<file path="config.mk">
export PLATFORM = sky130hd
export DESIGN_NAME = e2q_cell
export DESIGN_NICKNAME = d
export VERILOG_FILES = /design/src/hdl/e2q_pkg.sv /design/src/hdl/e2q_cell.sv
export SDC_FILE = /design/constraint.sdc
export NUM_CORES = 1
export LEC_CHECK = 0
export ABC_AREA = 1
export BUFFER_PORTS_ARGS = -buffer_cell sky130_fd_sc_hd__buf_2
export CAP_MARGIN = 25
export CORE_MARGIN = 2
export CORE_UTILIZATION = 45
export CTS_CLUSTER_DIAMETER = 60
export CTS_CLUSTER_SIZE = 10
export DETAILED_ROUTE_END_ITERATION = 12
export PLACE_DENSITY = 0.67
export SYNTH_ARGS = -nofsm -noshare
export SYNTH_HDL_FRONTEND = slang
export SYNTH_SLANG_ARGS = --single-unit
export TNS_END_PERCENT = 50
</file>
<file path="constraint.sdc">
create_clock -name clk -period 24.8 [get_ports clk]
set_input_delay 3.72 -clock clk [delete_from_list [all_inputs] [get_ports clk]]
set_output_delay 3.72 -clock clk [all_outputs]
set_load 0.02 [all_outputs]
</file>
<file path="src/hdl/e2q_pkg.sv">
// ----------------------------------------------------------------------------
// e2q_pkg
// Shared types, constants and helper functions of the Euler angle to
// quaternion core: CORDIC word formats and the arctangent table.
// ----------------------------------------------------------------------------
`default_nettype none

package e2q_pkg;

  localparam int Q_BITS       = 32;
  localparam int PROD_BITS    = 2 * Q_BITS;
  localparam int ATAN_ENTRIES = 30;
  localparam int LANES        = 3;

  // inverse CORDIC gain in Q30
  localparam logic signed [Q_BITS-1:0] INV_GAIN = 32'sd652032874;

  // one CORDIC lane: cosine, sine and residual phase
  typedef struct packed {
    logic signed [Q_BITS-1:0] x;
    logic signed [Q_BITS-1:0] y;
    logic signed [Q_BITS-1:0] z;
  } rot_t;

  // lanes: 0 yaw, 1 pitch, 2 roll
  typedef rot_t [LANES-1:0] rot3_t;

  // roll trig and the four pitch/yaw pair products, all Q30
  typedef struct packed {
    logic signed [Q_BITS-1:0] cr;
    logic signed [Q_BITS-1:0] sr;
    logic signed [Q_BITS-1:0] pc;
    logic signed [Q_BITS-1:0] ps;
    logic signed [Q_BITS-1:0] pcs;
    logic signed [Q_BITS-1:0] psc;
  } mix_t;

  // atan(2^-i) in phase units, 2^31 = pi
  function automatic logic signed [Q_BITS-1:0] atan_phase(input logic [4:0] idx);
    unique case (idx)
      5'd0:    atan_phase = 32'sh20000000;
      5'd1:    atan_phase = 32'sh12E4051E;
      5'd2:    atan_phase = 32'sh09FB385B;
      5'd3:    atan_phase = 32'sh051111D4;
      5'd4:    atan_phase = 32'sh028B0D43;
      5'd5:    atan_phase = 32'sh0145D7E1;
      5'd6:    atan_phase = 32'sh00A2F61E;
      5'd7:    atan_phase = 32'sh00517C55;
      5'd8:    atan_phase = 32'sh0028BE53;
      5'd9:    atan_phase = 32'sh00145F2F;
      5'd10:   atan_phase = 32'sh000A2F98;
      5'd11:   atan_phase = 32'sh000517CC;
      5'd12:   atan_phase = 32'sh00028BE6;
      5'd13:   atan_phase = 32'sh000145F3;
      5'd14:   atan_phase = 32'sh0000A2FA;
      5'd15:   atan_phase = 32'sh0000517D;
      5'd16:   atan_phase = 32'sh000028BE;
      5'd17:   atan_phase = 32'sh0000145F;
      5'd18:   atan_phase = 32'sh00000A30;
      5'd19:   atan_phase = 32'sh00000518;
      5'd20:   atan_phase = 32'sh0000028C;
      5'd21:   atan_phase = 32'sh00000146;
      5'd22:   atan_phase = 32'sh000000A3;
      5'd23:   atan_phase = 32'sh00000051;
      5'd24:   atan_phase = 32'sh00000029;
      5'd25:   atan_phase = 32'sh00000014;
      5'd26:   atan_phase = 32'sh0000000A;
      5'd27:   atan_phase = 32'sh00000005;
      5'd28:   atan_phase = 32'sh00000003;
      5'd29:   atan_phase = 32'sh00000001;
      default: atan_phase = '0;
    endcase
  endfunction

  // Q60 product rounded to Q30, ties toward plus infinity
  function automatic logic signed [Q_BITS-1:0] round_q30(input logic signed [PROD_BITS-1:0] p);
    logic signed [PROD_BITS-1:0] t;
    t = p + (PROD_BITS'(1) << 29);
    round_q30 = t[61:30];
  endfunction

endpackage

`default_nettype wire

</file>
<file path="src/hdl/e2q_cell.sv">
// ----------------------------------------------------------------------------
// e2q_cell
// One CORDIC rotation stage for the three angle lanes, with its own
// register slot and valid bit.
// ----------------------------------------------------------------------------
`default_nettype none

module e2q_cell #(
  parameter int STAGE = 0
) (
  input  logic          clk,
  input  logic          rst_n,
  input  logic          up_valid,
  output logic          up_ready,
  input  e2q_pkg::rot3_t up_data,
  output logic          dn_valid,
  input  logic          dn_ready,
  output e2q_pkg::rot3_t dn_data
);

  logic                               valid_r;
  e2q_pkg::rot3_t                     data_r;
  e2q_pkg::rot3_t                     data_nxt;
  logic signed [e2q_pkg::Q_BITS-1:0]  atan_c;

  assign atan_c   = e2q_pkg::atan_phase(5'(STAGE));
  assign up_ready = !valid_r || dn_ready;

  for (genvar k = 0; k < e2q_pkg::LANES; k++) begin : g_lane
    logic signed [e2q_pkg::Q_BITS-1:0] dx;
    logic signed [e2q_pkg::Q_BITS-1:0] dy;

    assign dx = $signed(up_data[k].y) >>> STAGE;
    assign dy = $signed(up_data[k].x) >>> STAGE;

    always_comb begin
      if (!up_data[k].z[e2q_pkg::Q_BITS-1]) begin
        data_nxt[k].x = up_data[k].x - dx;
        data_nxt[k].y = up_data[k].y + dy;
        data_nxt[k].z = up_data[k].z - atan_c;
      end else begin
        data_nxt[k].x = up_data[k].x + dx;
        data_nxt[k].y = up_data[k].y - dy;
        data_nxt[k].z = up_data[k].z + atan_c;
      end
    end
  end

  always_ff @(posedge clk) begin
    if (!rst_n) begin
      valid_r <= 1'b0;
    end else if (up_ready) begin
      valid_r <= up_valid;
    end
  end

  always_ff @(posedge clk) begin
    if (up_ready && up_valid) begin
      data_r <= data_nxt;
    end
  end

  assign dn_valid = valid_r;
  assign dn_data  = data_r;

endmodule

`default_nettype wire

</file>
==> flow_metrics.tcl, run 1 <==
set metrics [dict create \
    avgRoutedWirePerCell_um 17.3 \
    htreeDepth 2 \
    nNetsFinal 6036 \
    crit_path_start_kind "input pin" \
    place_congestion 0.998 \
    crit_path_frequent_cell "buf_2" \
    crit_arrival_ns 4.16 \
    setup.worst_path.end "up_ready" \
    grt_pass1_wl_um 166000 \
    async_reset_ff_frac 0 \
    clock-root-buffer "clkbuf_16" \
    core-area_um2 68300 \
    die_h_um 266 \
    antenna_found_initial 14 \
    dp_hpwl_um 91800 \
    final_area_um2 35600 \
    setup_ws_ns 16.92 \
    cp_slowest_cell "buf_2" \
    cp_slowest_stage_delay_ns 0.16 \
    syn_to_final_growth_pct 15.0 \
    netlist.area_leader.share 0.276 \
    rows 96 \
    fmax_mhz 127 \
    hold_path.class "reg2reg" \
    syn_nets 5525 \
    fin_crit_ns 7.88 \
    worstMarginPinSlew_ns 0.987 \
    cts_hold_buf 0 \
    drt-vias-per-instance 5.06 \
    yosys_most_used_dff "edfxtp_1" \
    drc 0 \
    overflow 0 \
    hold_viol 0 \
    fin_crit_sh 0.318 \
    rsz0062_at_grt "false" \
    layout-drive-gt1-share 0.129 \
    clockBufferDepth 3 \
    synth-seq-cells 286 \
    rr_worst_depth 4 \
    dr.first_iter.drc_count 3117 \
    critPathMaxFanout 2 \
    synthTopCellsByArea "edfxtp_1 (28%), nand2_1 (22%), inv_1 (12%)" \
    r2r_end "dn_data[267]" \
    crit_path_end_kind "output port" \
    p_leak_nw 20.3 \
    slew_headroom 0.342 \
    postSynthCellCount 4939 \
    numCtsBuffers 41 \
    status "finished, final reports clean" \
    ys_types 37 \
    die_area_um2 71000 \
    dr.pass1.iters 6 \
    grt_usage 0.301 \
    ios 582 \
    initial_core_util 0.453 \
    syn_area_um2 31000 \
    timing.rr.start "dn_valid" \
    cap_viol_max_count 0 \
    place_area_um2 34400 \
    grt_max_degree 145 \
    cp_cell_sequence "buf_2 -> inv_1 -> nand2_1 -> buf_2" \
    synth_warnings 0 \
    clock-sinks 286 \
    seq_area_frac_synth 0.277 \
    finClkSkew_ns 0.0236 \
    routed_wl_um 110000 \
    avgSynthCellArea_um2 6.27 \
    vias 32100 \
    clk_pin_slew_ns 0.05 \
    dp_worst_setup_slack_ns 16.92 \
    power.density_nw_per_um2 52.4 \
    grt_pass1_vias 29800 \
    criticalPathCategory "in2out" \
    cp-startpoint "dn_ready" \
    reg2reg_slack_ns 22.31 \
    postCtsSetupBuffers 0 \
    synth_top_area_cell "edfxtp_1" \
    cts.repair.resized 0 \
    die_w_um 266 \
    cts_tree "yes" \
    setup-violations-final 0 \
    portBuffers 581 \
    timing.setup.tns_ns 0 \
    ant_nets 0 \
    worstSkewPairLatency_ns 0.59 \
    ir_drop_uv 56.4 \
    power.total_mw 1.87 \
    synth_edf_count 285 \
    required_ns 21.08 \
    drv_slew 0 \
]
per-layer routing:
layer,global-route usage,wire (um)
met1,0.400,47700
met2,0.504,50300
met3,0.0517,8600
met4,0.0843,3010
met5,0,121
kinds of logic (layout without fill, tap and decap cells):
family	Yosys count	count (layout)	share of synthesized area
AND/OR/NAND/NOR	2759	2759	0.367
buffers and inverters	1126	1653	0.144
AO/OA/AOI/OAI	402	402	0.0703
adder cells (fa/ha/maj)	294	294	0.122
flip-flops	286	286	0.277
XOR/XNOR	72	72	0.0203
other	0	2	0
worst max-delay path: cells and delay by family:
kind                   cells  cell delay (ns)
buffers and inverters      3             0.36
AND/OR/NAND/NOR            1             0.08
stage by stage:
step           utilization  hold slack, ns  cells
4_1_cts              0.521           0.562   6347
3_5_place_dp         0.503           0.552   6288
2_1_floorplan            -           0.729   4939
5_1_grt              0.522           0.583   6349
6_report             0.522           0.568   6350
3_3_place_gp         0.503           0.576   6288
flip-flops by register name, summed over array words and instances (netlist names):
| signal | flops |
|---|---|
| dn_valid | 1 |
| dn_data | 285 |
worst min path at each step:
| stage | slack [ns] | start | to | depth (start not counted) |
|---|---|---|---|---|
| floorplan | 0.73 | dn_valid | dn_valid | 2 |
| global placement | 0.58 | dn_valid | dn_valid | 2 |
| detailed placement | 0.55 | dn_valid | dn_valid | 2 |
| CTS | 0.56 | dn_valid | dn_valid | 2 |
| global route | 0.58 | dn_valid | dn_valid | 2 |
| finish | 0.57 | dn_valid | dn_valid | 2 |
Yosys cell counts, types with 4 or more instances:
cell type,count
inv_2,7
nand3b_2,9
o21ai_0,118
nor3_1,18
o21bai_1,30
a21oi_1,206
and2_1,6
clkbuf_2,4
nand3_1,449
o22ai_1,12
clkbuf_1,27
buf_2,44
nand2_1,1845
fa_1,12
nand2_2,14
nor2_1,319
buf_6,5
nor2_2,17
buf_4,40
a31oi_1,12
inv_1,995
ha_1,282
o21a_1,17
xor2_1,72
edfxtp_1,285
nand4_1,59
nand3b_1,12
cell usage in the layout (no fill, tap or decap), types with 17 or more instances in the layout:
master | Yosys | final
nand3_1 | 449 | 449
nor2_2 | 17 | 17
buf_2 | 44 | 581
nor2_1 | 319 | 319
o21ai_0 | 118 | 118
ha_1 | 282 | 282
inv_1 | 995 | 993
nand4_1 | 59 | 59
o21a_1 | 17 | 17
a21oi_1 | 206 | 205
nor3_1 | 18 | 18
nand2_1 | 1845 | 1845
edfxtp_1 | 285 | 285
o21bai_1 | 30 | 30
xor2_1 | 72 | 72
clkbuf_16 | 0 | 41
power by group:
group / total [mW] / switching [mW] / internal (mW)
registers: 0.612 / 0.0141 / 0.598
clock network: 0.548 / 0.225 / 0.322
logic: 0.708 / 0.499 / 0.210
final cells by class:
class,instances,area (um^2)
Timing Repair Buffer,591,3010
Sequential cell,286,8580
Tap cell,882,1100
Antenna cell,2,5.00
Multi-Input combinational cell,3527,17900
Clock inverter,17,210
Inverter,1003,3760
Clock buffer,42,1030
Fill cell,7163,32700
No activity file was read; power rests on OpenSTA's default activity.
==> inputs of run 2 (changes only) <==
- PLACE_DENSITY: 0.67 -> 0.69
- clock period: 24.8 -> 7 ns (I/O delays scaled with it)
==> run 2 against run 1 <==
Wire length up 1.7%. Die area unchanged. Register-to-register slack worse by 18 ns. Clock skew up 0.0011 ns. Sequential share of layout area about the same. Sequential power rose to 3.6 times the previous value. Worst hold slack better by 0.0092 ns. Global-route usage up 0.37 points. Utilization about the same. Via count up 0.88%. Cell count up 0.11%. Critical path depth up 8.
==> flow_metrics.tcl, run 2 (synthesized netlist as in run 1, its figures left out) <==
set metrics [dict create \
    status "finished, final reports clean" \
    rows 96 \
    die_w_um 266 \
    cts_hold_buf 0 \
    routed_wl_um 112000 \
    avgRoutedWirePerCell_um 17.6 \
    vias 32400 \
    initial_core_util 0.453 \
    p_leak_nw 20.3 \
    die_area_um2 71000 \
    place_congestion 1.02 \
    cts_tree "yes" \
    setup-violations-final 0 \
    grt_pass1_vias 30000 \
    criticalPathCategory "in2reg" \
    slew_headroom 0.389 \
    clock-sinks 286 \
    grt_max_degree 141 \
    syn_to_final_growth_pct 15.0 \
    nNetsFinal 6035 \
    hold_viol 0 \
    core-area_um2 68300 \
    drv_slew 0 \
    largest_reg_flops 285 \
    postCtsSetupBuffers 0 \
    place_area_um2 34400 \
    clockBufferDepth 3 \
    finClkSkew_ns 0.0247 \
    worstMarginPinSlew_ns 0.917 \
    final_common_cell "nand2_1" \
    dp_hpwl_um 92900 \
    final_area_um2 35600 \
    fillers 7210 \
    clk_pin_slew_ns 0.06 \
    clock-root-buffer "clkbuf_16" \
    grt_pass1_wl_um 168000 \
    ant_nets 0 \
    crit_path_start_kind "input pin" \
    fin_crit_sh 0.402 \
    ir_drop_uv 143 \
    worstSkewPairLatency_ns 0.58 \
    overflow 0 \
    p_sw_frac 0.399 \
    dr.pass1.iters 8 \
    layout-drive-gt1-share 0.129 \
    antenna_found_initial 11 \
    rsz0062_at_grt "false" \
    power.switching_mw 2.64 \
    numCtsBuffers 41 \
    p_clk_frac 0.293 \
    fin_crit_ns 2.81 \
    p_seq_frac 0.329 \
    crit_arrival_ns 3.14 \
    fmax_mhz 355 \
    crit_path_end_kind "flip-flop" \
    internal-power_mw 3.98 \
    drc 0 \
    hold_path.class "reg2reg" \
    cap_viol_max_count 0 \
    timing.setup.tns_ns 0 \
    power.density_nw_per_um2 186 \
    critPathMaxFanout 10 \
    required_ns 7.33 \
    ios 582 \
    die_h_um 266 \
    dr.first_iter.drc_count 2619 \
    cts.repair.resized 0 \
    htreeDepth 2 \
    portBuffers 581 \
    most-common-layout-cells "nand2_1 (1845), inv_1 (993), buf_2 (581)" \
    combPwrFrac 0.378 \
    drt-vias-per-instance 5.10 \
    grt_usage 0.305 \
]
[run 2: cell type report]
class	instances	area, um^2	share of cell area
clock buffers	46	1050	0.0296
repair buffers	590	3000	0.0842
well taps	882	1100	0.0310
clock inverters	18	165	0.00464
diodes	5	12.5	0.000351
multi-input cells	3527	17900	0.504
flip-flops and latches	286	8580	0.241
inverters	1003	3760	0.106
[run 2: per-stage QoR]
stage	cells	worst slack [ns]	total power [mW]	hold WS [ns]	utilization
floorplan	4939	0.658	3.86	0.764	-
global placement	6288	3.66	4.66	0.559	0.503
detailed placement	6288	3.64	4.67	0.567	0.503
CTS	6352	4.28	6.63	0.575	0.521
global route	6354	4.02	6.99	0.591	0.521
finish	6357	4.19	6.62	0.577	0.521
[run 2: worst max-delay path, cell delays in order]
cell	delay, ns
buf_2	0.10
inv_1	0.04
ha_1	0.58
inv_1	0.27
a21oi_1	0.24
nor2_1	0.06
nor2_1	0.14
nand2_1	0.09
a21oi_1	0.23
nand3_1	0.14
nand3_1	0.12
nand2_1	0.07
[run 2: metal layers]
metal / track usage / vias to the layer above / wire length, um / part of all wire
met5: 0 / - / 62 / 0.00056
met1: 0.406 / 14600 / 48100 / 0.43
met3: 0.0447 / 182 / 8850 / 0.079
met4: 0.104 / 10 / 3860 / 0.035
li1: - / 16300 / - / -
met2: 0.506 / 1312 / 50800 / 0.45
[run 2: power groups by stage]
| stage | clock, mW | combinational (mW) | sequential [mW] |
|---|---|---|---|
| floorplan | 0 | 1.44 | 2.42 |
| global placement | 0 | 2.45 | 2.21 |
| detailed placement | 0 | 2.46 | 2.21 |
| CTS | 1.98 | 2.47 | 2.18 |
| global route | 2.04 | 2.77 | 2.19 |
| finish | 1.94 | 2.50 | 2.18 |
[run 2: worst paths after layout]
| path | slack [ns] | end | startpoint | cells after the start |
|---|---|---|---|---|
| min reg2reg | 0.58 | dn_valid | dn_valid | 2 |
| max | 4.19 | dn_data[284] | up_data[249] | 12 |
| max reg2reg | 4.71 | dn_data[110] | dn_valid | 3 |
| min | 0.58 | dn_valid | dn_valid | 2 |
==> inputs of run 3 (changes only) <==
- PLACE_DENSITY: 0.69 -> 0.67
- clock period: 7 -> 2.6 ns (I/O delays scaled with it)
==> run 3 against run 2 <==
Critical path depth fell by 1. Worst setup slack got worse by 3.8 ns. Highest routed layer unchanged. Final area rose by 6.8%. Die area did not move.
==> flow_metrics.tcl, run 3 (synthesized netlist as in run 1, its figures left out) <==
set metrics [dict create \
    status "finished, final reports clean" \
    required_ns 2.90 \
    die_area_um2 71000 \
    most-common-layout-cells "nand2_1 (1845), inv_1 (993), buf_2 (581)" \
    final_common_cell "nand2_1" \
    rsz0062_at_grt "false" \
    power.total_mw 18.7 \
    path_buf_inv 3 \
    portBuffers 581 \
    hold_viol 0 \
    avgRoutedWirePerCell_um 17.4 \
    largest_reg_flops 285 \
    drt-vias-per-instance 5.06 \
    grt_usage 0.315 \
    fmax_mhz 442 \
    cts_tree "yes" \
    p_leak_nw 21.6 \
    power.density_nw_per_um2 492 \
    clock-sinks 286 \
    initial_core_util 0.453 \
    place_congestion 1.03 \
    cts_hold_buf 86 \
    htreeDepth 2 \
    rows 96 \
    drc 0 \
    ios 582 \
    grt_pass1_vias 31200 \
    slew_headroom 0.501 \
    vias 33600 \
    grt_max_degree 73 \
    fin_crit_ns 2.26 \
    clk_pin_slew_ns 0.05 \
    cp_slowest_cell "o21ai_0" \
    cp_top_family "adder cells" \
    dp_worst_setup_slack_ns -0.104 \
    numCtsBuffers 43 \
    place_area_um2 35900 \
    dr_wl_met2_um 53000 \
    postCtsSetupBuffers 0 \
    dr.pass1.iters 7 \
    critPathMaxFanout 4 \
    core-area_um2 68300 \
    finClkSkew_ns 0.0139 \
    clockBufferDepth 3 \
    grt_pass1_wl_um 174000 \
    die_h_um 266 \
    cts.repair.resized 0 \
    ir_drop_uv 422 \
    criticalPathCategory "in2reg" \
    die_w_um 266 \
    dp_hpwl_um 96200 \
    fin_crit_sh 0.870 \
    worstMarginPinSlew_ns 0.748 \
    antenna_found_initial 15 \
    worstSkewPairLatency_ns 0.60 \
    drv_slew 0 \
    final_area_um2 38100 \
    maxUsedRoutingLayer "met5" \
    hold_path.class "in2reg" \
    crit_arrival_ns 2.56 \
    ant_nets 0 \
    cap_viol_max_count 0 \
    crit_path_frequent_cell "nand2_1" \
    dr.first_iter.drc_count 2643 \
    drt-met1-wl_um 49400 \
    nNetsFinal 6310 \
    setup-violations-final 0 \
    routed_wl_um 116000 \
    overflow 0 \
    setup_ws_ns 0.339 \
    cp_slowest_stage_delay_ns 0.49 \
    cp_cell_sequence "buf_2 -> inv_1 -> ha_1 -> fa_1 -> inv_1 -> nand2_1 -> nand3_1 -> nand2_1 -> nand2_1 -> o21ai_0 -> o21ai_0" \
    crit_path_start_kind "input pin" \
    clock-root-buffer "clkbuf_16" \
    wl_met3_um 9020 \
    timing.setup.tns_ns 0 \
    syn_to_final_growth_pct 22.8 \
    layout-drive-gt1-share 0.156 \
    crit_path_end_kind "flip-flop" \
]
## run 3: layout make-up
cell class / instances / area [um^2]
fill: 6914 / 30300
clock buffer: 43 / 1080
clock inverter: 19 / 218
sequential: 286 / 8580
timing repair buffer: 863 / 5340
multi-input combinational: 3527 / 17900
tap: 882 / 1100
inverter: 1003 / 3760
antenna: 8 / 20.0
## run 3: per-layer routing
layer	vias to the layer above	GRT usage
li1	16800	-
met1	15200	0.414
met2	1308	0.526
met3	209	0.0493
met4	14	0.109
met5	-	0
## run 3: worst register-to-register path, delay by kind of cell, from the launching register on
family | cells | cell delay [ns]
AOI/OAI and AO/OA | 1 | 0.25
buffers and inverters | 2 | 0.60
DFF | 1 | 0.35
## run 3: path summary, 6_finish.rpt
check                           slack, ns    startpoint  cells past startpoint           end
worst min register to register       0.55      dn_valid                      2      dn_valid
worst max-delay path                 0.34   up_data[64]                     11   dn_data[72]
worst min-delay path                 0.03  up_data[212]                      1  dn_data[212]
worst max register to register       1.05      dn_valid                      3  dn_data[205]
## run 3: power by group
part / switching, mW / internal [mW] / total, mW
Combinational: 4.84 / 2.44 / 7.28
Clock: 2.33 / 3.22 / 5.55
Sequential: 0.186 / 5.70 / 5.89
## run 3: through the flow
stage	hold WS (ns)	instances	util
after floorplan	0.489	4939	-
after global placement	0.537	6475	0.525
after detailed placement	0.542	6475	0.525
after CTS	0.0187	6623	0.556
after global routing	0.0257	6629	0.557
final	0.0347	6631	0.557
